===== src/rtl/core/vr2d_pkg.sv =====
// Shared types, widths and constants for the 2-D vector rotator.
// Depends on nothing; every other file of the block imports it.
`timescale 1ns / 1ps

package vr2d_pkg;

  // Micro-rotations requested and the cells actually built (table holds 24)
  localparam int ITERATIONS = 16;
  localparam int TABLE_LEN  = 24;
  localparam int NCELL      = (ITERATIONS < TABLE_LEN) ? ITERATIONS : TABLE_LEN;

  // Field widths
  localparam int IN_W  = 16;
  localparam int OUT_W = 17;
  localparam int FRAC  = 16;

  // Datapath widths: coordinates Q.16 with headroom for the CORDIC gain,
  // angle accumulator at 2^32 units per turn
  localparam int XW  = 36;
  localparam int ZW  = 32;
  localparam int SHW = 5;

  // Gain compensation, round(0.6072529350 * 2^30)
  localparam int GAIN_W = 31;
  localparam logic signed [GAIN_W-1:0] GAIN_Q30 = 31'sd652032874;

  // Rounding: product has 46 fractional bits
  localparam int PROD_FRAC = 46;
  localparam int SPLIT     = 18;

  typedef logic signed [IN_W-1:0]  coord_in_t;
  typedef logic signed [OUT_W-1:0] coord_out_t;

  // What one stage of the chain hands to the next
  typedef struct packed {
    logic                 vld;
    logic signed [XW-1:0] x;
    logic signed [XW-1:0] y;
    logic signed [ZW-1:0] z;
  } stage_t;

  // Arctangent of 2^-i in 2^32 units per turn
  function automatic logic signed [ZW-1:0] atan_lut(input logic [SHW-1:0] idx);
    logic signed [ZW-1:0] v;
    case (idx)
      5'd0:  v = 32'sd536870912;
      5'd1:  v = 32'sd316933406;
      5'd2:  v = 32'sd167458907;
      5'd3:  v = 32'sd85004756;
      5'd4:  v = 32'sd42667331;
      5'd5:  v = 32'sd21354465;
      5'd6:  v = 32'sd10679838;
      5'd7:  v = 32'sd5340245;
      5'd8:  v = 32'sd2670163;
      5'd9:  v = 32'sd1335087;
      5'd10: v = 32'sd667544;
      5'd11: v = 32'sd333772;
      5'd12: v = 32'sd166886;
      5'd13: v = 32'sd83443;
      5'd14: v = 32'sd41722;
      5'd15: v = 32'sd20861;
      5'd16: v = 32'sd10430;
      5'd17: v = 32'sd5215;
      5'd18: v = 32'sd2608;
      5'd19: v = 32'sd1304;
      5'd20: v = 32'sd652;
      5'd21: v = 32'sd326;
      5'd22: v = 32'sd163;
      5'd23: v = 32'sd81;
      default: v = '0;
    endcase
    return v;
  endfunction

endpackage


===== src/rtl/core/vr2d_prerot.sv =====
// Quadrant pre-rotation: exact turn by a multiple of 90 degrees, leaving a
// residual angle in [-45, +45) degrees. Depends on vr2d_pkg.
`timescale 1ns / 1ps

module vr2d_prerot (
  input  logic               clk,
  input  logic               rst,
  input  logic               en,
  input  logic               valid,
  input  vr2d_pkg::coord_in_t x_in,
  input  vr2d_pkg::coord_in_t y_in,
  input  vr2d_pkg::coord_in_t angle,
  output vr2d_pkg::stage_t    q
);
  import vr2d_pkg::*;

  localparam logic [1:0] QUAD_0 = 2'd0;
  localparam logic [1:0] QUAD_1 = 2'd1;
  localparam logic [1:0] QUAD_2 = 2'd2;
  localparam logic [1:0] QUAD_3 = 2'd3;

  localparam logic [IN_W-1:0] EIGHTH = 16'd8192;

  logic [IN_W-1:0]       sh;
  logic [1:0]            quad;
  logic signed [13:0]    resid;
  logic signed [IN_W:0]  xe;
  logic signed [IN_W:0]  ye;
  logic signed [IN_W:0]  xr;
  logic signed [IN_W:0]  yr;

  // Shift angle by an eighth turn so the quadrant sits in the top two bits
  assign sh    = angle + EIGHTH;
  assign quad  = sh[15:14];
  assign resid = {~sh[13], sh[12:0]};

  assign xe = {x_in[IN_W-1], x_in};
  assign ye = {y_in[IN_W-1], y_in};

  // Exact quarter-turn rotation
  always_comb begin
    unique case (quad)
      QUAD_0: begin xr = xe;  yr = ye;  end
      QUAD_1: begin xr = -ye; yr = xe;  end
      QUAD_2: begin xr = -xe; yr = -ye; end
      QUAD_3: begin xr = ye;  yr = -xe; end
      default: begin xr = xe; yr = ye; end
    endcase
  end

  // Clear the valid flag under reset
  always_ff @(posedge clk) begin
    if (rst) begin
      q.vld <= 1'b0;
    end else if (en) begin
      q.vld <= valid;
    end
  end

  // Scale coordinates to Q.16, residual angle to 2^32 units per turn
  always_ff @(posedge clk) begin
    if (en) begin
      q.x <= {{(XW-IN_W-1-FRAC){xr[IN_W]}}, xr, {FRAC{1'b0}}};
      q.y <= {{(XW-IN_W-1-FRAC){yr[IN_W]}}, yr, {FRAC{1'b0}}};
      q.z <= {{(ZW-14-16){resid[13]}}, resid, 16'd0};
    end
  end

endmodule


===== config.mk =====
export PLATFORM = sky130hd
export DESIGN_NAME = vr2d_prerot
export DESIGN_NICKNAME = d
export VERILOG_FILES = /design/src/rtl/core/vr2d_pkg.sv /design/src/rtl/core/vr2d_prerot.sv
export SDC_FILE = /design/constraint.sdc
export NUM_CORES = 1
export LEC_CHECK = 0
export BUFFER_PORTS_ARGS = -buffer_cell sky130_fd_sc_hd__buf_2
export CAP_MARGIN = 20
export CORE_MARGIN = 2
export CORE_UTILIZATION = 51
export CTS_CLUSTER_DIAMETER = 50
export DETAILED_ROUTE_END_ITERATION = 10
export PLACE_DENSITY = 0.87
export SETUP_SLACK_MARGIN = 0.05
export SLEW_MARGIN = 20
export SYNTH_ARGS = -nofsm -noshare
export SYNTH_HDL_FRONTEND = slang
export SYNTH_SLANG_ARGS = --single-unit

===== constraint.sdc =====
create_clock -name clk -period 3 [get_ports clk]
set_input_delay 0.15 -clock clk [delete_from_list [all_inputs] [get_ports clk]]
set_output_delay 0.15 -clock clk [all_outputs]
set_load 0.05 [all_outputs]

# After elaboration in Yosys (flattened, before gate mapping)
# Cells that the tools add are included.
# totals
regBits,49
in_bits,52
output_inout_bits,105
# op_classes
add_sub_neg,3
eq_ne,3
mux,2
bitwise,1
reduce_logical,1
# ops
cell,count
$pmux W17 S4,2
$neg A16 Y17,2
$add A16 B14 Y16 const B,1
$eq A2 B2 Y1 const B,2
$eq A2 B1 Y1 const B,1
$logic_not A2 Y1,1
$not A1 Y1,1

# Depth between registers and ports, before layout
# depth
word_depth,3
depth_mapped,8
ltp_nobuf,7

# Least setup slack after synthesis
# OpenSTA, ideal clock, no wires.
# synth_path
path_kind,in2reg
start,input port y_in[0]
end,register q[60] (netlist name) (data pin)
t_arrival_ns,1.454
slack_ns,1.273
path_stages,7
path_buffers,1
path_cell_list,inv_1 -> ha_1 -> or4b_1 -> buf_2 -> o31ai_1 -> xor2_1 -> mux2i_1
# synth_between
elab_chain_len,2
# synth_rtl
element,line,rtl
"start, declared",vr2d_prerot.sv:11,"input vr2d_pkg::coord_in_t y_in,"
$neg A16 Y17,vr2d_prerot.sv:45,QUAD_2: begin xr = -xe; yr = -ye; end
$pmux W17 S4,vr2d_prerot.sv:42,unique case (quad)
net yr[12],vr2d_prerot.sv:30,logic signed [IN_W:0] yr;
"end, declared",vr2d_prerot.sv:13,output vr2d_pkg::stage_t q
# The timed path passes the listed nets, and every way through them passes these cells.
# A chain may end at the register's enable or synchronous reset.

# Final worst setup path
# layout_path
start,input port y_in[0]
end,register q[58] (netlist name) (data pin)
# The elaborated chain is that of the path after synthesis.

==> reports/results.ini <==
[outcome]
outcome=completed

[cells_and_area]
ff_latch_area_um2=1460
largest_registers=q: 49 flops
final_cell_mix=buf_2, conb_1, edfxtp_1
utilization_pct=60.2
largest-register=q
area_growth_pct=15.8
fillers=508
layout_commonest_cell=buf_2
multi_input_area_um2=1470
nets=449
drive_above_1_share_pct=33.4
largest_reg_flops=49
num_antenna_cells=0

[sta]
finalSetupTns_ns=0
fmax_mhz=577
rsz0062_at_grt=false
relSlewSlack_pct=50.8
hold_viol_final=0
min_period_ns=1.73
slew_violations=0
finalCritPeriodShare_pct=57.7
clock-skew-final_ns=0
worst_pin_slew_ns=0.736
setup_viol=0

[synth]
synth.top_cell.area_share_pct=44.4
seq_area_frac_synth_pct=45.0
yosysTopAreaCell=edfxtp_1
ys_warn_count=0
syn_area_um2=3250
ys_types=40
avgSynthCellArea_um2=10.9
synth-edff-count=48
ys_ff_latch=49
syn_inst=298
synth.area.top_cells=edfxtp_1, buf_4, mux2i_1, xor2_1, xnor2_1
synthArstFlopShare_pct=0
synthFlopType=edfxtp_1

[die]
die_h_um=83.8
initial_core_util_pct=52.0
ios=157
die_area_um2=7020
core_area_um2=6240
rows=29
fp.dieW_um=83.8

[detailed_routing]
dr.first_iter.drc_count=173
ant_nets=0
routed_via_density=5.17
routed_wl_mm=6.88
dr.pass1.iters=4
drc=0
vias=2438
wire_per_inst_um=14.6

[global_route]
gr-total-overflow=0
grt.total_usage_pct=19.0
grt_pass1_vias=2245
grt_pass1_wl_mm=10.7
grt_max_degree=50
antenna_found_initial=0

[worst_setup_path]
worstSetupEndpointType=flip-flop
crit_start=y_in[0]
critPathKind=input pin to flip-flop
rr_startpoint=q[104]
path_max_fanout=7
arrival_ns=1.78
startpoint_type=input pin
required_ns=3.04

[clock_tree]
cts_setup_buffers=0
clock_latency_ns=0.30
cts_buffer_depth=2
cts_buffers=5
htreeDepth=2
cts_resized=0
hold_buffers=1
clockRootBuffer=clkbuf_8
numClockSinks=49
cts_tree=built
path_clk_slew_ns=0.09

[power]
ir_drop_uv=408
leakage_nw=1.69
power.density_nw_per_um2=632

[placement]
place.detailed.hpwl_mm=5.10
gp_congestion=0.872
io_buffer_count=108

[worst_hold_path]
hold_start=angle[12]
hold_class=input pin to flip-flop

[flow_run]
maxCapViolations=0

## power breakdown
part / switching [mW] / internal [mW]
clock network: 0.218 / 0.331
logic: 0.722 / 0.218
registers: 0.0230 / 0.865
total: 0.962 / 1.41
## layout make-up
| class | instances | area share (%) |
|---|---|---|
| multi-input cells | 219 | 39.0 |
| flip-flops and latches | 49 | 38.9 |
| repair buffers | 112 | 15.3 |
| well taps | 77 | 2.56 |
| clock buffers | 5 | 1.83 |
| clock inverters | 3 | 1.73 |
| inverters | 7 | 0.699 |
## critical path, stage by stage
cell,delay (ns)
buf_2,0.13
inv_1,0.07
ha_1,0.23
or4b_1,0.62
nor4_4,0.24
nor2_1,0.09
xnor2_1,0.15
mux2i_1,0.10
## stage by stage
stage | total power [mW] | std cells | hold WS (ns) | cell area, µm² | setup slack [ns]
floorplan | 1.70 | 345 | 0.222 | 3420 | 1.27
global placement | 1.82 | 463 | 0.307 | 3610 | 1.03
detailed placement | 1.84 | 463 | 0.321 | 3610 | 0.944
CTS | 2.38 | 472 | 0.0153 | 3760 | 1.27
global route | 2.45 | 472 | 0.00702 | 3760 | 1.11
finish | 2.38 | 472 | 0.0176 | 3760 | 1.27
## layer usage
layer	routed length (µm)	track usage, %
met1	2690	22.6
met2	3270	32.0
met3	788	5.93
met4	129	7.18
met5	0	0
## worst paths after layout
| path | cells past startpoint | endpoint | slack (ns) |
|---|---|---|---|
| hold reg to reg | 2 | q[104] | 0.53 |
| setup reg to reg | 2 | q[104] | 2.40 |
| hold / removal | 1 | q[28] | 0.02 |
| setup / recovery | 8 | q[58] | 1.27 |
## cell usage after synthesis, types with 2 or more instances
cell / count
a21oi_1: 21
a31oi_1: 2
a32oi_1: 2
buf_2: 4
buf_4: 56
clkbuf_1: 9
edfxtp_1: 48
ha_1: 3
inv_1: 6
mux2i_1: 21
mux4_2: 2
nand2_1: 10
nand4_1: 2
nor2_1: 25
nor3_1: 7
nor4_4: 2
o21ai_0: 10
o31ai_1: 6
xnor2_1: 20
xnor2_2: 2
xor2_1: 21
## logic make-up (layout without fill, tap and decap cells)
logic type / count (synthesis) / in the layout / synth area share, %
AOI/OAI and AO/OA: 44 / 44 / 8.09
xor gates and xnor gates: 43 / 43 / 12.1
adders and majority gates: 3 / 3 / 1.16
buffers and inverters: 77 / 127 / 15.5
DFF: 49 / 49 / 45.0
muxes: 23 / 23 / 7.86
other: 1 / 48 / 0.115
and+or+nand+nor: 58 / 58 / 10.2
(Power assumes the default switching activity.)
