`src/rtl/core/vr2d_pkg.sv`:
```
// Shared types, widths and constants for the 2-D vector rotator.
// Depends on nothing; every other file of the block imports it.
`timescale 1ns / 1ps

package vr2d_pkg;

  // Micro-rotations requested and the cells actually built (table holds 24)
  localparam int ITERATIONS = 16;
  localparam int TABLE_LEN  = 24;
  localparam int NCELL      = (ITERATIONS < TABLE_LEN) ? ITERATIONS : TABLE_LEN;

  // Field widths
  localparam int IN_W  = 16;
  localparam int OUT_W = 17;
  localparam int FRAC  = 16;

  // Datapath widths: coordinates Q.16 with headroom for the CORDIC gain,
  // angle accumulator at 2^32 units per turn
  localparam int XW  = 36;
  localparam int ZW  = 32;
  localparam int SHW = 5;

  // Gain compensation, round(0.6072529350 * 2^30)
  localparam int GAIN_W = 31;
  localparam logic signed [GAIN_W-1:0] GAIN_Q30 = 31'sd652032874;

  // Rounding: product has 46 fractional bits
  localparam int PROD_FRAC = 46;
  localparam int SPLIT     = 18;

  typedef logic signed [IN_W-1:0]  coord_in_t;
  typedef logic signed [OUT_W-1:0] coord_out_t;

  // What one stage of the chain hands to the next
  typedef struct packed {
    logic                 vld;
    logic signed [XW-1:0] x;
    logic signed [XW-1:0] y;
    logic signed [ZW-1:0] z;
  } stage_t;

  // Arctangent of 2^-i in 2^32 units per turn
  function automatic logic signed [ZW-1:0] atan_lut(input logic [SHW-1:0] idx);
    logic signed [ZW-1:0] v;
    case (idx)
      5'd0:  v = 32'sd536870912;
      5'd1:  v = 32'sd316933406;
      5'd2:  v = 32'sd167458907;
      5'd3:  v = 32'sd85004756;
      5'd4:  v = 32'sd42667331;
      5'd5:  v = 32'sd21354465;
      5'd6:  v = 32'sd10679838;
      5'd7:  v = 32'sd5340245;
      5'd8:  v = 32'sd2670163;
      5'd9:  v = 32'sd1335087;
      5'd10: v = 32'sd667544;
      5'd11: v = 32'sd333772;
      5'd12: v = 32'sd166886;
      5'd13: v = 32'sd83443;
      5'd14: v = 32'sd41722;
      5'd15: v = 32'sd20861;
      5'd16: v = 32'sd10430;
      5'd17: v = 32'sd5215;
      5'd18: v = 32'sd2608;
      5'd19: v = 32'sd1304;
      5'd20: v = 32'sd652;
      5'd21: v = 32'sd326;
      5'd22: v = 32'sd163;
      5'd23: v = 32'sd81;
      default: v = '0;
    endcase
    return v;
  endfunction

endpackage

```
`src/rtl/core/vr2d_gain.sv`:
```
// Gain compensation and rounding: split multiply by the inverse CORDIC gain,
// then recombine, round half up and register the result. Depends on vr2d_pkg.
`timescale 1ns / 1ps

module vr2d_gain (
  input  logic                   clk,
  input  logic                   rst,
  input  logic                   en,
  input  vr2d_pkg::stage_t       d,
  output logic                   valid,
  output vr2d_pkg::coord_out_t   x_out,
  output vr2d_pkg::coord_out_t   y_out
);
  import vr2d_pkg::*;

  localparam int LO_W = SPLIT + 1 + GAIN_W;       // unsigned low part times gain
  localparam int HI_W = XW - SPLIT + GAIN_W;      // signed high part times gain
  localparam int PW   = XW + GAIN_W + 1;
  localparam logic signed [PW-1:0] RND = PW'(1) <<< (PROD_FRAC - 1);

  logic                   vld1;
  logic signed [LO_W-1:0] gl;
  logic signed [HI_W-1:0] gh;
  logic signed [LO_W-1:0] xlo_op;
  logic signed [LO_W-1:0] ylo_op;
  logic signed [HI_W-1:0] xhi_op;
  logic signed [HI_W-1:0] yhi_op;
  logic signed [LO_W-1:0] xlo;
  logic signed [LO_W-1:0] ylo;
  logic signed [HI_W-1:0] xhi;
  logic signed [HI_W-1:0] yhi;
  logic signed [PW-1:0]   xsum;
  logic signed [PW-1:0]   ysum;

  assign gl = {{(LO_W-GAIN_W){1'b0}}, GAIN_Q30};
  assign gh = {{(HI_W-GAIN_W){1'b0}}, GAIN_Q30};

  // Operands: low bits taken unsigned, high bits signed
  assign xlo_op = {{(LO_W-SPLIT){1'b0}}, d.x[SPLIT-1:0]};
  assign ylo_op = {{(LO_W-SPLIT){1'b0}}, d.y[SPLIT-1:0]};
  assign xhi_op = {{(HI_W-XW+SPLIT){d.x[XW-1]}}, d.x[XW-1:SPLIT]};
  assign yhi_op = {{(HI_W-XW+SPLIT){d.y[XW-1]}}, d.y[XW-1:SPLIT]};

  // Recombine partial products and add the rounding half
  assign xsum = ({{(PW-HI_W){xhi[HI_W-1]}}, xhi} <<< SPLIT)
              + {{(PW-LO_W){1'b0}}, xlo} + RND;
  assign ysum = ({{(PW-HI_W){yhi[HI_W-1]}}, yhi} <<< SPLIT)
              + {{(PW-LO_W){1'b0}}, ylo} + RND;

  always_ff @(posedge clk) begin
    if (rst) begin
      vld1  <= 1'b0;
      valid <= 1'b0;
    end else if (en) begin
      vld1  <= d.vld;
      valid <= vld1;
    end
  end

  // Multiply stage, then round stage
  always_ff @(posedge clk) begin
    if (en) begin
      xlo   <= xlo_op * gl;
      ylo   <= ylo_op * gl;
      xhi   <= xhi_op * gh;
      yhi   <= yhi_op * gh;
      x_out <= xsum[PROD_FRAC+OUT_W-1:PROD_FRAC];
      y_out <= ysum[PROD_FRAC+OUT_W-1:PROD_FRAC];
    end
  end

endmodule

```
`config.mk`:
```
export PLATFORM = sky130hd
export DESIGN_NAME = vr2d_gain
export DESIGN_NICKNAME = d
export VERILOG_FILES = /design/src/rtl/core/vr2d_pkg.sv /design/src/rtl/core/vr2d_gain.sv
export SDC_FILE = /design/constraint.sdc
export NUM_CORES = 2
export LEC_CHECK = 0
export BUFFER_PORTS_ARGS = -buffer_cell sky130_fd_sc_hd__buf_4
export CAP_MARGIN = 20
export CORE_MARGIN = 2
export CORE_UTILIZATION = 40
export DETAILED_ROUTE_END_ITERATION = 8
export SLEW_MARGIN = 25
export SYNTH_ARGS = -nofsm -noshare
export SYNTH_HDL_FRONTEND = slang
export SYNTH_SLANG_ARGS = --single-unit
```
`constraint.sdc`:
```
create_clock -name clk -period 7.8 [get_ports clk]
set_input_delay 0.39 -clock clk [delete_from_list [all_inputs] [get_ports clk]]
set_output_delay 0.39 -clock clk [all_outputs]
set_load 0.02 [all_outputs]
```
Yosys cells after proc, flatten, opt, wreduce, memory -nomap -nowiden
Index checks and enable logic that the tools add are counted.
W data, S select, Z words.

cells by class
  add/subtract/negate cells = 4
  multipliers = 4

operator list
  cell                      number
  $add A63 B46 Y63 const B  2
  $add A63 B51 Y63          2
  $mul A18 B29 Y47 const B  2
  $mul A18 B30 Y44 const B  2

storage, ports and cells
  register bits after elaboration = 222
  bits of input ports = 108
  output and inout bits = 35
  logic and storage cells = 16

Depth between registers and ports, before layout
  depth after elaboration = 2
  mapped depth = 24
  gate-level depth less buffers = 24

Worst setup path before layout
No wires, ideal clock.

  kind = input-to-reg
  start point = in d[35] (netlist bit)
  end point = reg ylo[42], data pin
  setup time = 0.258 ns
  arrival time = 5.882 ns
  data required time = 7.542 ns
  path slack = 1.660 ns
  stages on the path = 20
  path buffers = 0
  path through = fa_1 -> fa_1 -> fa_1 -> fa_1 -> inv_1 -> fa_1 -> inv_1 -> fa_1 -> ha_1 -> nand3_1 -> or3_1 -> or3_1 -> o211ai_1 -> o31a_1 -> a211o_1 -> o31ai_4 -> o31ai_2 -> or2_1 -> a31oi_1 -> xnor2_1

on the way
  word-level cells in the longest chain between the ends = 1

RTL lines
  item                    RTL line         RTL
  start: declaration      vr2d_gain.sv:9   input vr2d_pkg::stage_t d,
  $mul A18 B29 Y47        vr2d_gain.sv:64  ylo <= ylo_op * gl;
  end signal: assignment  vr2d_gain.sv:64
  end: declaration        vr2d_gain.sv:29  logic signed [LO_W-1:0] ylo;

No other way between the ends.
A chain may end at the register's enable or synchronous reset.

Worst setup path after layout
  start point = in d[75] (netlist bit)
  end point = reg xlo[47], data pin

on the way
  word-level cells in the longest chain between the ends = 1

RTL lines
  item                    RTL line         RTL
  $mul A18 B29 Y47        vr2d_gain.sv:63  xlo <= xlo_op * gl;
  end signal: assignment  vr2d_gain.sv:63
  end: declaration        vr2d_gain.sv:28  logic signed [LO_W-1:0] xlo;

No other way between the ends.

==> summary.txt <==
Initial core utilization = 0.4041
Detail Route Antenna Nets = 0
First-pass GRT wire length = 166.2 mm
Seq/Total Area, Yosys = 0.1278
Final Net Count = 5,847
FILL cells = 10,230
Worst Tran Pin Value = 0.8428 ns
Xor/xnor cell area share of the yosys netlist = 0.03310
Clk buf depth = 2
Reg-to-reg critical path startpoint = ylo[21]
Final hold violations = 0
H-Tree Depth = 4
Post-Synth Adder-Cell Area = 0.6192
RSZ-0062 raised after global routing = no
DR iter-0 viols = 1,346
Final setup fails = 0
DRC errors left = 6
Netlist cell types = 67
Top-Level Pins = 143
Max frequency = 152.6 MHz
Layout cells sized above 1 = 0.04054
Final Critical Period = 6.554 ns
Worst Setup End Kind = flip-flop
Vias in the first global route = 29,760
GRT overflow = 0
Clock slew at reported path FFs = 0.09 ns
Worst EP required = 8.10 ns
Max Cap Viol = 0
Share of synthesized flip-flops with an asynchronous set or reset = 0
Worst hold slack = 0.08774 ns
CTS Sinks = 182
Hold_sp = rst
CTS Buf Count = 17
Setup slack, reg-to-reg = 3.54 ns
GRT Overall Usage = 0.1999
Rows = 119
Clk root buf = clkbuf_16
Initial DRT Pass Iterations = 9
Largest net degree at the start of global routing = 97
Crit path max fanout = 7
Main synth FF type = edfxtp_1
Yosys reg bits = 182
Number of synthesized flops with an enable pin = 180
Ant diodes = 0
Hold Crit Class = primary input to flip-flop
Final setup skew = 0.02362 ns
CTS tree = built
Largest family of logic cells by synthesized area = adder cells
Hold Buf Count CTS = 0
Mapped Nets = 5,722
R2R Path End = y_out[16]
Synth Cell Area = 42,600 um^2
Die Y = 330.3 um
Post-Syn Area per Cell = 10.63 um^2
Worst Reg-to-Reg Cells = 13
CP arrival = 6.85 ns
Final TNS setup = 0 ns
Routed WL = 102.5 mm
Post-CTS Setup Inserts = 0
Clock latency on the worst-skew pair = 0.48 ns
Synth Area in Simple Gates = 0.03909
Vias per cell = 4.812
Initial antenna violation count = 0
Crit Path Class = primary input to flip-flop
Period utilization = 0.8402
HPWL Detailed = 92.68 mm
Mux share of post-synthesis cell area = 0.0004699
Via Count = 26,630
Compound-Gate Fraction of Synth Area = 0.06600
Area Growth Syn to Fin = 7.516%
Core box area = 105,400 um^2
Post-CTS Resized = 0
Slew HR = 0.4381
Hold worst-path end = valid
Routed WL per cell = 18.51 um
Hold depth = 2
Failing checks = design-rule violations
Warnings, synthesis = 0
Die width = 330.3 um
Startpoint Class = primary input
Outcome = finished with violations
Gate Count Post-Synth = 4,006
Die area = 109,100 um^2
Max-slew violation count = 0
Count of input and output buffers = 110
Final GP Congestion = 0.9399
==> flip-flops by register name (all words and copies together) (netlist names) <==
register,flops
y_out,17
xlo,29
ylo,29
valid,1
yhi,44
xhi,44
vld1,1
x_out,17
==> critical path, cell delays in order <==
cell      delay (ns)
buf_4           0.16
inv_1           0.10
ha_1            0.41
inv_1           0.13
fa_1            0.49
fa_1            0.57
fa_1            0.45
fa_1            0.52
fa_1            0.50
ha_1            0.33
a21o_1          0.16
a21o_1          0.16
a21oi_1         0.40
o21ai_0         0.32
o211ai_4        0.31
a21oi_2         0.13
a211oi_2        0.33
o311ai_1        0.19
and2_4          0.20
or4_1           0.41
nand3_1         0.18
==> synth_stat cells, drive strengths merged, types with 10 or more instances <==
cell type / count / share of area
nand3: 28 / 0.0033
and3: 20 / 0.0029
fa: 834 / 0.39
a31oi: 14 / 0.0021
inv: 1291 / 0.11
nand2b: 20 / 0.0029
xor2: 50 / 0.010
nor2: 88 / 0.0078
nand2: 55 / 0.0048
a211oi: 12 / 0.0022
a21o: 92 / 0.016
o21a: 18 / 0.0032
xnor2: 111 / 0.023
o211ai: 10 / 0.0021
nor2b: 29 / 0.0043
nor3: 15 / 0.0018
nand4: 29 / 0.0043
o21bai: 12 / 0.0021
a21oi: 144 / 0.017
ha: 774 / 0.23
edfxtp: 180 / 0.13
o21ai: 67 / 0.0079
==> worst max path at each step <==
stage | start | endpoint | slack, ns | cells past startpoint
after floorplan | d[35] | ylo[42] | 1.66 | 20
final | d[75] | xlo[47] | 1.25 | 21
after detailed placement | d[39] | ylo[42] | 0.78 | 23
after global routing | d[93] | xhi[40] | 0.91 | 25
after global placement | d[93] | xhi[40] | 0.82 | 25
after CTS | d[39] | ylo[42] | 1.28 | 23
==> area by class of cell <==
| class | count | area (um^2) | share of cell area |
|---|---|---|---|
| Timing Repair Buffer | 112 | 847.1 | 0.01849 |
| Clock buffer | 17 | 425.4 | 0.009288 |
| Clock inverter | 15 | 211.5 | 0.004617 |
| Multi-Input combinational cell | 2527 | 32290 | 0.7049 |
| Tap cell | 1391 | 1740 | 0.03800 |
| Sequential cell | 182 | 5445 | 0.1189 |
| Inverter | 1291 | 4846 | 0.1058 |
==> layer usage <==
layer | vias to the layer above | track usage | share of wire | wire, um
met1 | 13310 | 0.2737 | 0.46 | 46650
met3 | 106 | 0.02449 | 0.038 | 3901
met2 | 482 | 0.3382 | 0.48 | 49490
met5 | - | 0 | 0 | 0
met4 | 0 | 0.04810 | 0.024 | 2427
li1 | 12730 | - | - | -
==> cell families (layout without fill, tap and decap cells) <==
family	count (synthesis)	in the layout
buf+inv	1297	1435
mux	2	2
flops	182	182
compound gates	430	430
fa+ha+maj	1608	1608
xor+xnor	161	161
simple gates	326	326
==> placed cells by master (no fill, tap or decap), types with 12 or more instances in the layout <==
cell / n
xnor2_1: 111
a31oi_1: 14
xor2_1: 50
ha_1: 774
nand3_1: 28
nand2_1: 55
o21ai_0: 66
buf_4: 111
edfxtp_1: 180
nor3_1: 15
clkbuf_16: 17
nand4_1: 29
and3_1: 20
nor2b_1: 29
nor2_1: 88
o21bai_1: 12
fa_1: 834
inv_1: 1291
a21oi_1: 143
a21o_1: 92
o21a_1: 18
nand2b_1: 20
==> per-stage QoR <==
stage / instance area, um^2 / util / std cells / setup WS (ns)
finish: 45800 / 0.4345 / 5535 / 1.246
global route: 45800 / 0.4345 / 5535 / 0.9144
CTS: 45800 / 0.4345 / 5535 / 1.279
detailed placement: 45170 / 0.4285 / 5503 / 0.7813
global placement: 45170 / 0.4285 / 5503 / 0.8174
floorplan: 42600 / - / 4006 / 1.660
Power is not shown: default switching activity piles up to over one toggle a cycle in this logic, so the estimate is an artifact.
