==> src/rtl/core/vr2d_pkg.sv <==
// Shared types, widths and constants for the 2-D vector rotator.
// Depends on nothing; every other file of the block imports it.
`timescale 1ns / 1ps

package vr2d_pkg;

  // Micro-rotations requested and the cells actually built (table holds 24)
  localparam int ITERATIONS = 16;
  localparam int TABLE_LEN  = 24;
  localparam int NCELL      = (ITERATIONS < TABLE_LEN) ? ITERATIONS : TABLE_LEN;

  // Field widths
  localparam int IN_W  = 16;
  localparam int OUT_W = 17;
  localparam int FRAC  = 16;

  // Datapath widths: coordinates Q.16 with headroom for the CORDIC gain,
  // angle accumulator at 2^32 units per turn
  localparam int XW  = 36;
  localparam int ZW  = 32;
  localparam int SHW = 5;

  // Gain compensation, round(0.6072529350 * 2^30)
  localparam int GAIN_W = 31;
  localparam logic signed [GAIN_W-1:0] GAIN_Q30 = 31'sd652032874;

  // Rounding: product has 46 fractional bits
  localparam int PROD_FRAC = 46;
  localparam int SPLIT     = 18;

  typedef logic signed [IN_W-1:0]  coord_in_t;
  typedef logic signed [OUT_W-1:0] coord_out_t;

  // What one stage of the chain hands to the next
  typedef struct packed {
    logic                 vld;
    logic signed [XW-1:0] x;
    logic signed [XW-1:0] y;
    logic signed [ZW-1:0] z;
  } stage_t;

  // Arctangent of 2^-i in 2^32 units per turn
  function automatic logic signed [ZW-1:0] atan_lut(input logic [SHW-1:0] idx);
    logic signed [ZW-1:0] v;
    case (idx)
      5'd0:  v = 32'sd536870912;
      5'd1:  v = 32'sd316933406;
      5'd2:  v = 32'sd167458907;
      5'd3:  v = 32'sd85004756;
      5'd4:  v = 32'sd42667331;
      5'd5:  v = 32'sd21354465;
      5'd6:  v = 32'sd10679838;
      5'd7:  v = 32'sd5340245;
      5'd8:  v = 32'sd2670163;
      5'd9:  v = 32'sd1335087;
      5'd10: v = 32'sd667544;
      5'd11: v = 32'sd333772;
      5'd12: v = 32'sd166886;
      5'd13: v = 32'sd83443;
      5'd14: v = 32'sd41722;
      5'd15: v = 32'sd20861;
      5'd16: v = 32'sd10430;
      5'd17: v = 32'sd5215;
      5'd18: v = 32'sd2608;
      5'd19: v = 32'sd1304;
      5'd20: v = 32'sd652;
      5'd21: v = 32'sd326;
      5'd22: v = 32'sd163;
      5'd23: v = 32'sd81;
      default: v = '0;
    endcase
    return v;
  endfunction

endpackage

==> src/rtl/core/vr2d_cell.sv <==
// One CORDIC micro-rotation cell: shift-add step on x and y, angle update.
// Shift amount and arctangent come in as constant ports. Depends on vr2d_pkg.
`timescale 1ns / 1ps

module vr2d_cell (
  input  logic                           clk,
  input  logic                           rst,
  input  logic                           en,
  input  logic [vr2d_pkg::SHW-1:0]       shift,
  input  logic signed [vr2d_pkg::ZW-1:0] atan,
  input  vr2d_pkg::stage_t               d,
  output vr2d_pkg::stage_t               q
);
  import vr2d_pkg::*;

  logic signed [XW-1:0] dx;
  logic signed [XW-1:0] dy;
  logic                 ccw;

  // Floor shifts of the opposite coordinate; turn toward zero residual
  assign dx  = d.y >>> shift;
  assign dy  = d.x >>> shift;
  assign ccw = ~d.z[ZW-1];

  always_ff @(posedge clk) begin
    if (rst) begin
      q.vld <= 1'b0;
    end else if (en) begin
      q.vld <= d.vld;
    end
  end

  // Advance the micro-rotation
  always_ff @(posedge clk) begin
    if (en) begin
      if (ccw) begin
        q.x <= d.x - dx;
        q.y <= d.y + dy;
        q.z <= d.z - atan;
      end else begin
        q.x <= d.x + dx;
        q.y <= d.y - dy;
        q.z <= d.z + atan;
      end
    end
  end

endmodule

==> config.mk <==
export PLATFORM = sky130hd
export DESIGN_NAME = vr2d_cell
export DESIGN_NICKNAME = d
export VERILOG_FILES = /design/src/rtl/core/vr2d_pkg.sv /design/src/rtl/core/vr2d_cell.sv
export SDC_FILE = /design/constraint.sdc
export NUM_CORES = 1
export LEC_CHECK = 0
export BUFFER_PORTS_ARGS = -buffer_cell sky130_fd_sc_hd__buf_4
export CORE_UTILIZATION = 45
export CTS_BUF_LIST = sky130_fd_sc_hd__clkbuf_4 sky130_fd_sc_hd__clkbuf_8 sky130_fd_sc_hd__clkbuf_16
export DETAILED_ROUTE_END_ITERATION = 8
export HOLD_SLACK_MARGIN = 0.08
export PLACE_DENSITY = 0.69
export SYNTH_ARGS = -nofsm -noshare
export SYNTH_HDL_FRONTEND = slang
export SYNTH_SLANG_ARGS = --single-unit
==> constraint.sdc <==
create_clock -name clk -period 7.1 [get_ports clk]
set_input_delay 0.355 -clock clk [delete_from_list [all_inputs] [get_ports clk]]
set_output_delay 0.355 -clock clk [all_outputs]
set_load 0.005 [all_outputs]
# Yosys cells after proc, flatten, opt, wreduce, memory -nomap -nowiden
# Cells that the tools add are included.
# Widths: inputs -> output; s select.
dict set report classes {
  muxes 1
  addsub 6
  shift 2
}
# op n
set ops {}
lappend ops {{$mux 104} 1}
lappend ops {{$add 36x36->36} 2}
lappend ops {{$sshr 36x5->36} 2}
lappend ops {{$sub 36x36->36} 2}
lappend ops {{$add 32x32->32} 1}
lappend ops {{$sub 32x32->32} 1}
dict set report totals {
  input_bits 145
  reg_bits 105
  out_inout_bits 105
  wordCells 13
}

# Logic depth before layout (Yosys ltp)
# Gate-level depths: netlist (run 1).
dict set report depth {
  depth_word 3
  ltp_mapped 27
  depth_no_buf 22
}

# Least setup slack after synthesis (run 1)
# No wires, ideal clock.
dict set report synth_timing {
  path_type {input to register}
  from {in shift[4] (netlist name)}
  to {reg q[103] (netlist name) (data pin)}
  path_slack_ns 1.426
  path_buffers 6
  stages 26
  t_arrival_ns 5.414
  setup_time_ns 0.260
  required_ns 6.840
  path_cell_list {clkbuf_1 -> clkbuf_1 -> buf_2 -> clkbuf_1 -> clkbuf_1 -> clkbuf_1 -> a21oi_1 -> a21oi_1 -> or2_2 -> ha_1 -> nand2_1 -> nor3_1 -> nor2b_1 -> a21oi_1 -> xnor2_1 -> ha_1 -> a21oi_1 -> inv_1 -> o311ai_0 -> and3_1 -> a221oi_1 -> o21ai_0 -> a21boi_0 -> o41a_1 -> a31oi_1 -> xnor2_1}
}
dict set report synth_via {
  elab_chain_len 3
  elab_cells_between_ends 4
  cone_classes {add/sub: 2; shift: 1; mux: 1}
}
# element line_no
set synth_rtl {}
lappend synth_rtl {{start: declaration} vr2d_cell.sv:9} ;# input logic [vr2d_pkg::SHW-1:0] shift,
lappend synth_rtl {{$sshr 36x5->36 *} vr2d_cell.sv:21} ;# assign dx = d.y >>> shift;
lappend synth_rtl {{$sub 36x36->36 / $add 36x36->36 (equally long branches)} {vr2d_cell.sv:37, vr2d_cell.sv:41}}
lappend synth_rtl {{$mux 104 *} vr2d_cell.sv:36} ;# if (ccw) begin
lappend synth_rtl {{end: declaration} vr2d_cell.sv:12} ;# output vr2d_pkg::stage_t q
# Mark *: on every way between the ends. The rest lies on a longest branch, timed or not.
# A chain may end at the register's enable or synchronous reset.

# Worst setup path after layout (run 1)
dict set report layout_timing {
  from {in shift[1] (netlist name)}
  to {reg q[103] (netlist name) (data pin)}
}
# Same word-level chain as after synthesis.

==> out/summary.md, run 1 <==
Kind of launch point of the worst setup path: an input port. The maximum clock frequency is 151 MHz, and the number of fill cells is 3,167. After routing the design area is 18,400 um^2. The clock tree root buffer cell was sky130_fd_sc_hd__clkbuf_16. The via count of the first global-routing pass is 15,121.

The setup slack at placement was 0.283 ns. The summed negative setup slack over all endpoints was 0 ns. The worst-case setup margin in the final layout was 0.492 ns.

Of all nets on the critical path, the largest fanout is 34. In the final layout, the registers with the most flip-flops are q: 105 flops. TritonCTS built the clock tree. The die covers 35,700 um^2. The flip-flop count of the largest register after layout came out at 105. The H-tree generated during clock tree synthesis spans 3 levels. The worst setup path is of the in -> reg kind. Synthesis produced a netlist whose cell count is 1,721. Global routing finished with a remaining overflow of 0. The standard cell area after detailed placement is 18,200 um^2, and the count of cells along the worst hold path is 2. The worst slew slack as a fraction of its limit is 24.8%, and the top-area cell type share of the netlist area is 19.8%. Global-route wire length before repair: 88,800 um.

The register with the most flip-flops in the final layout is q. After clock tree synthesis, the flow added hold-fix buffers numbering 0. Clock latency on the worst-skew pair, taken at its later pin, is 0.38 ns.

The number of cells on the worst reg-to-reg path is 2. Count of warnings emitted by yosys: 0. Of all cell types, the one taking the most synthesized area is sky130_fd_sc_hd__edfxtp_1. The routed design has 58,600 um of wire.

For the reg-to-reg setup timing slack, the log shows 6.51 ns. Once the clock tree was built, the resizer swapped 0 gates to a different size. The total of buffers placed on input and output ports works out to 249. Among all flip-flop cells after synthesis, the most frequent one is sky130_fd_sc_hd__edfxtp_1. Measured along the y axis, the die boundary spans 189 um. The run gives 0 as the post-CTS setup-driven buffer insertion count.

The post-synthesis sequential area ratio was 20.0%; the clock input transition at the sequential cells of the worst setup and hold paths was 0.09 ns. On the final layout, the worst clock skew is 0 ns. The detailed router finished its first iteration with 1,428 violations.

The CTS sink count came out at 105. Number of antenna cells inserted: 0. At the pin with the least slew margin, the transition time is 1.12 ns. The initial antenna violation count was 0. The synthesis-to-finish area growth is 17.2%, and the overall die width is 189 um. The run gives 15,700 um^2 as the area of the mapped netlist. The congestion estimate from routability-driven global placement came to 1.05. Setup repair after global routing left no endpoint under its margin. For this run, design rule violations remaining after detail routing come to 0. The initial cell density of the core is 45.7%.

The classification of the worst-slack hold path is in -> reg. In the final routed layout, each cell accounts on average for 24.3 um. The count of different cell masters after synthesis is 104, and the fraction of registers with async set/reset is 0%.

The flow ran to the end, and the final reports show no timing, DRC or antenna violations. For the count of standard-cell rows, the log shows 68. Endpoint kind of the worst setup timing path: a flop. The worst register-to-register path begins at q[104]. The net count after synthesis was 1,974; the total setup violations reported at the end of the flow was 0. The capture instance of the worst register-to-register path is q[104]. For this run, the total global-route usage over all layers was measured as 32.4%. Across all layers, the routed design uses 15,636 vias. In this run the standard cell core region covers 34,500 um^2. The count of max-cap constraint violations came out at 0. The worst path uses 93.1% of the clock period. 250 I/O pins were placed.

The number of nets in the layout is 2,207. The startpoint identified for the worst hold timing path is rst. Cell area power density: 193 nW/um^2. The tools report the count of antenna-violating nets left after detailed routing as 0. By area the synthesized netlist is led by sky130_fd_sc_hd__edfxtp_1, sky130_fd_sc_hd__mux4_2, sky130_fd_sc_hd__ha_1, sky130_fd_sc_hd__xnor2_1, sky130_fd_sc_hd__a21oi_1. The post-detailed-placement half-perimeter wirelength came out at 45,700 um.

The run gives 7.60 nW as the static leakage power. The number of buffers on the longest clock path was 2. The number of enable-type register cells in the synthesized netlist was 104. Data arrives at the worst endpoint at 6.77 ns.

The detail-routed via count per cell was 6.48. The maximum ir drop on the vdd rail was 0.127 mV. Data on the critical path is required at its endpoint by 7.26 ns. Hold violation count in the final report: 0. The post-layout minimum cycle time came out at 6.61 ns. Counting instances in the post-synthesis netlist gives the leading cell types as sky130_fd_sc_hd__a21oi_1, sky130_fd_sc_hd__nor2_1, sky130_fd_sc_hd__nand2_1. The number of max-slew violations in the final report was 0. The path with the worst hold slack has its endpoint at q[104].

For the largest net degree at the start of global routing, the log shows 70. In the post-synthesis netlist, the cell with the most instances is sky130_fd_sc_hd__a21oi_1. The average cell area after synthesis came out at 9.14 um^2.

Of the cells placed in the final design, the portion with a size suffix greater than 1 is 24.8%. The number of register bits inferred by synthesis came out at 105. For the number of CTS-inserted buffers, the log shows 9. Summing internal, switching and leakage power gives 3.57 mW.

First-pass iteration count of the detailed router: 6.
[report_power, final]
part           leakage, nW  total [mW]  internal (mW)  switching, mW
Clock                0.143       0.539          0.250          0.289
Sequential            1.03       0.964          0.919         0.0454
Combinational         6.43        2.07          0.950           1.12
Total                 7.60        3.57           2.12           1.45
[metrics by stage]
step	hold WS [ns]	utilization (%)	std cells
after CTS	0.104	53.5	2414
final	0.120	53.5	2414
after floorplan	0.427	-	1721
after global routing	0.113	53.5	2414
after global placement	0.482	52.7	2398
after detailed placement	0.493	52.7	2398
[area by class of cell]
type	count	area, um^2	area share [%]
clock buffer	9	225	1.22
clock inverter	7	72.6	0.393
inverter	47	176	0.956
multi-input combinational	1481	11900	64.6
sequential	105	3140	17.0
tap	455	569	3.09
timing repair buffer	310	2350	12.8
[placed cells by master (no fill, tap or decap), types with 8 or more instances in the layout]
cell / count
sky130_fd_sc_hd__inv_1: 45
sky130_fd_sc_hd__edfxtp_1: 104
sky130_fd_sc_hd__nand2b_1: 22
sky130_fd_sc_hd__a21o_1: 45
sky130_fd_sc_hd__a21boi_0: 8
sky130_fd_sc_hd__o21ai_0: 83
sky130_fd_sc_hd__and2_1: 15
sky130_fd_sc_hd__nand3_1: 28
sky130_fd_sc_hd__clkbuf_16: 9
sky130_fd_sc_hd__mux2i_1: 55
sky130_fd_sc_hd__a211oi_1: 18
sky130_fd_sc_hd__o21a_1: 17
sky130_fd_sc_hd__a31oi_1: 30
sky130_fd_sc_hd__o21bai_1: 13
sky130_fd_sc_hd__nor4_1: 12
sky130_fd_sc_hd__ha_1: 105
sky130_fd_sc_hd__mux4_2: 86
sky130_fd_sc_hd__nor3_1: 30
sky130_fd_sc_hd__o31ai_1: 10
sky130_fd_sc_hd__buf_4: 308
sky130_fd_sc_hd__mux2_2: 36
sky130_fd_sc_hd__xnor2_1: 114
sky130_fd_sc_hd__a21oi_1: 167
sky130_fd_sc_hd__o22ai_1: 19
sky130_fd_sc_hd__a211o_1: 12
sky130_fd_sc_hd__nand2_1: 127
sky130_fd_sc_hd__nor2_1: 139
sky130_fd_sc_hd__and3_1: 18
sky130_fd_sc_hd__nand4_1: 9
sky130_fd_sc_hd__nor2b_1: 24
sky130_fd_sc_hd__o211ai_1: 11
sky130_fd_sc_hd__xor2_1: 67
sky130_fd_sc_hd__a22oi_1: 10
[worst max path at each step]
stage,start,endpoint,slack (ns),depth (start not counted)
detailed placement,shift[1],q[103],0.28,25
finish,shift[1],q[103],0.49,25
CTS,shift[1],q[103],0.66,25
global placement,shift[1],q[103],0.24,25
floorplan,shift[4],q[103],1.43,26
global route,shift[1],q[103],0.21,25
[layer usage]
| metal | wire length, um | track usage (%) | part of all wire (%) | vias up |
|---|---|---|---|---|
| met5 | 0 | 0 | 0 | - |
| met2 | 27300 | 53.8 | 46 | 828 |
| met4 | 2790 | 15.9 | 4.8 | 0 |
| li1 | - | - | - | 7099 |
| met3 | 5090 | 5.54 | 8.7 | 167 |
| met1 | 23500 | 40.6 | 40 | 7542 |
[logic make-up after synthesis]
family          share of synthesized area (%)
flops                                    20.0
mux                                      19.6
xor+xnor                                 10.1
buf+inv                                  4.35
simple gates                             15.4
fa+ha+maj                                8.73
compound gates                           21.9
[critical path, cell delays in order]
cell and delay (ns):
sky130_fd_sc_hd__buf_4 0.48, sky130_fd_sc_hd__mux4_2 0.59, sky130_fd_sc_hd__mux2i_1 0.82, sky130_fd_sc_hd__a21oi_1 0.35
sky130_fd_sc_hd__a21oi_1 0.20, sky130_fd_sc_hd__or2_2 0.13, sky130_fd_sc_hd__ha_1 0.19, sky130_fd_sc_hd__nand2_1 0.08
sky130_fd_sc_hd__nor3_1 0.20, sky130_fd_sc_hd__buf_4 0.19, sky130_fd_sc_hd__nor2b_1 0.26, sky130_fd_sc_hd__nor2_1 0.09
sky130_fd_sc_hd__xnor2_1 0.16, sky130_fd_sc_hd__ha_1 0.34, sky130_fd_sc_hd__nand2_1 0.06, sky130_fd_sc_hd__o21ai_0 0.33
sky130_fd_sc_hd__o311ai_0 0.17, sky130_fd_sc_hd__buf_4 0.18, sky130_fd_sc_hd__and3_1 0.19, sky130_fd_sc_hd__a221oi_1 0.41
sky130_fd_sc_hd__o21ai_0 0.15, sky130_fd_sc_hd__a21boi_0 0.29, sky130_fd_sc_hd__o41a_1 0.23, sky130_fd_sc_hd__a31oi_1 0.13
sky130_fd_sc_hd__xnor2_1 0.13
No activity file was read; power rests on OpenSTA's default activity.
==> run 2: changes to the inputs <==
REMOVE_ABC_BUFFERS = 1   (was unset)
==> run 2 against run 1 <==
Compared with the run above: flip-flop and latch count is the same; critical path type unchanged; clock power grew 2%; design area shrank 0.18%; core utilization shrank 0.094 points; largest cell class unchanged; combinational power shrank 2%; non-clock buffer count shrank 4; register-to-register slack is essentially flat; sequential power grew 0.7%; cell count shrank 0.17%; clock skew is the same.
==> out/summary.md, run 2 (synthesized netlist as in run 1, its figures left out) <==
The routed wire length per instance was 23.8 um (was 24.3 um). The share of cells above drive strength 1 came out at 24.7% (was 24.8%). For the number of CTS-inserted buffers, the log shows 9 (unchanged). The detailed router's first-iteration violation count is 1,316 (was 1,428).

The total of buffers placed on input and output ports is 249 (unchanged). The tools report the first-pass iteration count of the detailed router as 8 (was 6). The measured slew at the worst slew-check pin works out to 1.05 ns (was 1.12 ns). The length in cells of the worst reg-to-reg path is 2 (unchanged), and the global-route wire length before repair is 85,800 um (was 88,800 um). The number of buffers on the longest clock path was 2 (unchanged); the count of standard-cell rows was 68 (unchanged).

The count of max-cap constraint violations was 0 (unchanged); the post-layout minimum cycle time was 6.34 ns (was 6.61 ns). The worst-case setup margin in the final layout is 0.757 ns (was 0.492 ns). The count of antenna-violating nets left after detailed routing is 0 (unchanged).

The run gives 15,443 (was 15,636) as the number of vias after detailed routing. The run gives 0 ns (unchanged) as the setup skew after layout. The run gives 158 MHz (was 151 MHz) as the maximum clock frequency. Initial antenna violation count: 0 (unchanged). The tools report the routability-driven placement congestion ratio as 1.04 (was 1.05).

The number of cells on the critical path was 24 (was 25); the number of max-slew violations in the final report was 0 (unchanged). Setup repair after global routing left no endpoint under its margin. Walking the worst path, the cells encountered are buf_4, mux4_2, mux2i_1, a21oi_1, a21oi_1, or2_2, ha_1, nand2_1, nor3_1, buf_4, and4bb_2, nor2_1, xnor2_1, ha_1, a21oi_1, o21ai_0, o41ai_1, and3_1, a221oi_1, o21ai_0, a21boi_0, o41a_1, a31oi_1, xnor2_1. The standard cell area after detailed placement was 18,100 um^2 (was 18,200 um^2). The clock tree root buffer cell is sky130_fd_sc_hd__clkbuf_16 (unchanged). Flip-flop count of the largest register after layout: 105 (unchanged). The dominant delay contributor by cell family on the critical path was compound AO/OA/AOI/OAI gates (unchanged).

The final routed wirelength across all metal layers was 57,400 um (was 58,600 um). The most repeated library cell on the critical path is sky130_fd_sc_hd__a21oi_1 (was sky130_fd_sc_hd__buf_4). The run gives 6.47 ns (was 6.77 ns) as the data arrival time of the worst path. The total buffers and inverters traversed by the critical path is 2 (was 3), and the clock insertion delay at the later pin of the skew report is 0.36 ns (was 0.38 ns). The most common cell after layout, fill and taps aside was sky130_fd_sc_hd__buf_4 (unchanged).

Most used cells in the layout excluding fill and tap cells: sky130_fd_sc_hd__buf_4, sky130_fd_sc_hd__a21oi_1, sky130_fd_sc_hd__nor2_1, sky130_fd_sc_hd__nand2_1, sky130_fd_sc_hd__xnor2_1 (unchanged). Largest net degree at the start of global routing: 62 (was 70). The total setup violations reported at the end of the flow was 0 (unchanged); the post-placement cell count was 2,394 (was 2,398). The register with the most flip-flops is q (unchanged).

The worst slew slack as a fraction of its limit is 30.0% (was 24.8%). For the setup slack at placement, the log shows 0.490 ns (was 0.283 ns). The count of cells along the worst hold path was 2 (unchanged); the level count of the clock H-tree was 3 (unchanged). Worst endpoint required time: 7.23 ns (was 7.26 ns). The I/O pin count is 250 (unchanged). The portion of the clock cycle consumed by the worst path in the final layout came out at 89.3% (was 93.1%).

TritonCTS built the clock tree. The tools report the die footprint as 35,700 um^2 (unchanged). Registers with the most flip-flops: q: 105 flops (unchanged).

The logs give 105 (unchanged) for the CTS sink count and 0 (unchanged) for the post-CTS setup-driven buffer insertion count. The run gives 0 (unchanged) as the number of antenna cells inserted. The critical path class was in -> reg (unchanged).

The final hold slack came out at 0.136 ns (was 0.120 ns). The synthesis-to-finish area growth came out at 17.0% (was 17.2%). Endpoint kind of the worst setup timing path: a flop (unchanged).

The classification of the worst-slack hold path is in -> reg (unchanged). The overall die width was 189 um (unchanged); the post-cts repair resize count was 0 (unchanged). The static leakage power came out at 7.58 nW (was 7.60 nW). The tools report the initial cell density of the core as 45.7% (unchanged). The tools report the kind of launch point of the worst setup path as an input port (unchanged). The tools report the summed negative setup slack over all endpoints as 0 ns (unchanged). The post-detailed-placement half-perimeter wirelength is 45,100 um (was 45,700 um), and the placeable core region is 34,500 um^2 (unchanged). Overall die height: 189 um (unchanged). The run gives 0 (unchanged) as the number of DRC violations after detailed routing.

The maximum cell stage delay along the critical path was 0.66 ns (was 0.82 ns); the count of hold-fix buffers inserted at cts was 0 (unchanged). The flow ran to the end, and the final reports show no timing, DRC or antenna violations. The clock input transition at the sequential cells of the worst setup and hold paths is 0.08 ns (was 0.09 ns). Cell area power density: 193 nW/um^2 (about the same).

The tools report the post-route cell area as 18,400 um^2 (about the same). The final instance count without filler cells came out at 2,410 (was 2,414). The overall track demand over capacity in global routing was 31.3% (was 32.4%); the maximum ir drop on the vdd rail was 0.124 mV (was 0.127 mV). The cell at the slowest stage of the critical path is sky130_fd_sc_hd__buf_4 (was sky130_fd_sc_hd__mux2i_1). The hold violation count in the final report is 0 (unchanged). The total congestion overflow after global routing came out at 0 (unchanged).

The highest net fanout along the worst path is 61 (was 34), and the via count of the first global-routing pass is 14,821 (was 15,121). The detail-routed via count per cell works out to 6.41 (was 6.48). For the number of nets in the layout, the log shows 2,203 (was 2,207).
-- run 2: worst reg2reg max path, delay by kind of cell, from the launching register on --
| family | cells | cell delay, ns |
|---|---|---|
| flip-flops | 1 | 0.31 |
| multiplexers | 1 | 0.12 |
| AND/OR/NAND/NOR | 1 | 0.05 |
-- run 2: cell type report --
| class | count | area, um^2 |
|---|---|---|
| fillers | 3197 | 16000 |
| multi-input cells | 1481 | 11900 |
| flip-flops and latches | 105 | 3140 |
| repair buffers | 306 | 2310 |
| well taps | 455 | 569 |
| clock buffers | 12 | 254 |
| inverters | 47 | 176 |
| clock inverters | 4 | 51.3 |
-- run 2: worst paths after layout --
check	to	slack, ns	from
worst min register to register	q[104]	0.50	q[104]
worst min-delay path	q[104]	0.14	rst
worst max-delay path	q[103]	0.76	shift[1]
worst max register to register	q[104]	6.52	q[104]
-- run 2: metal layers --
layer	routed length, um	up-vias	GRT usage [%]	part of all wire [%]
li1	-	7085	-	-
met1	23500	7442	40.4	41
met2	26400	818	51.2	46
met3	5480	98	6.75	9.5
met4	1970	0	11.9	3.4
met5	0	-	0	0
-- run 2: through the flow --
step | util [%] | total power [mW]
finish | 53.4 | 3.55
global route | 53.4 | 3.76
CTS | 53.4 | 3.54
detailed placement | 52.6 | 2.99
global placement | 52.6 | 2.96
floorplan | - | 2.18
-- run 2: report_power, final --
part | switching, mW | internal, mW | leakage [nW]
logic | 1.09 | 0.942 | 6.40
registers | 0.0511 | 0.919 | 1.03
clock network | 0.256 | 0.293 | 0.150
total | 1.40 | 2.15 | 7.58
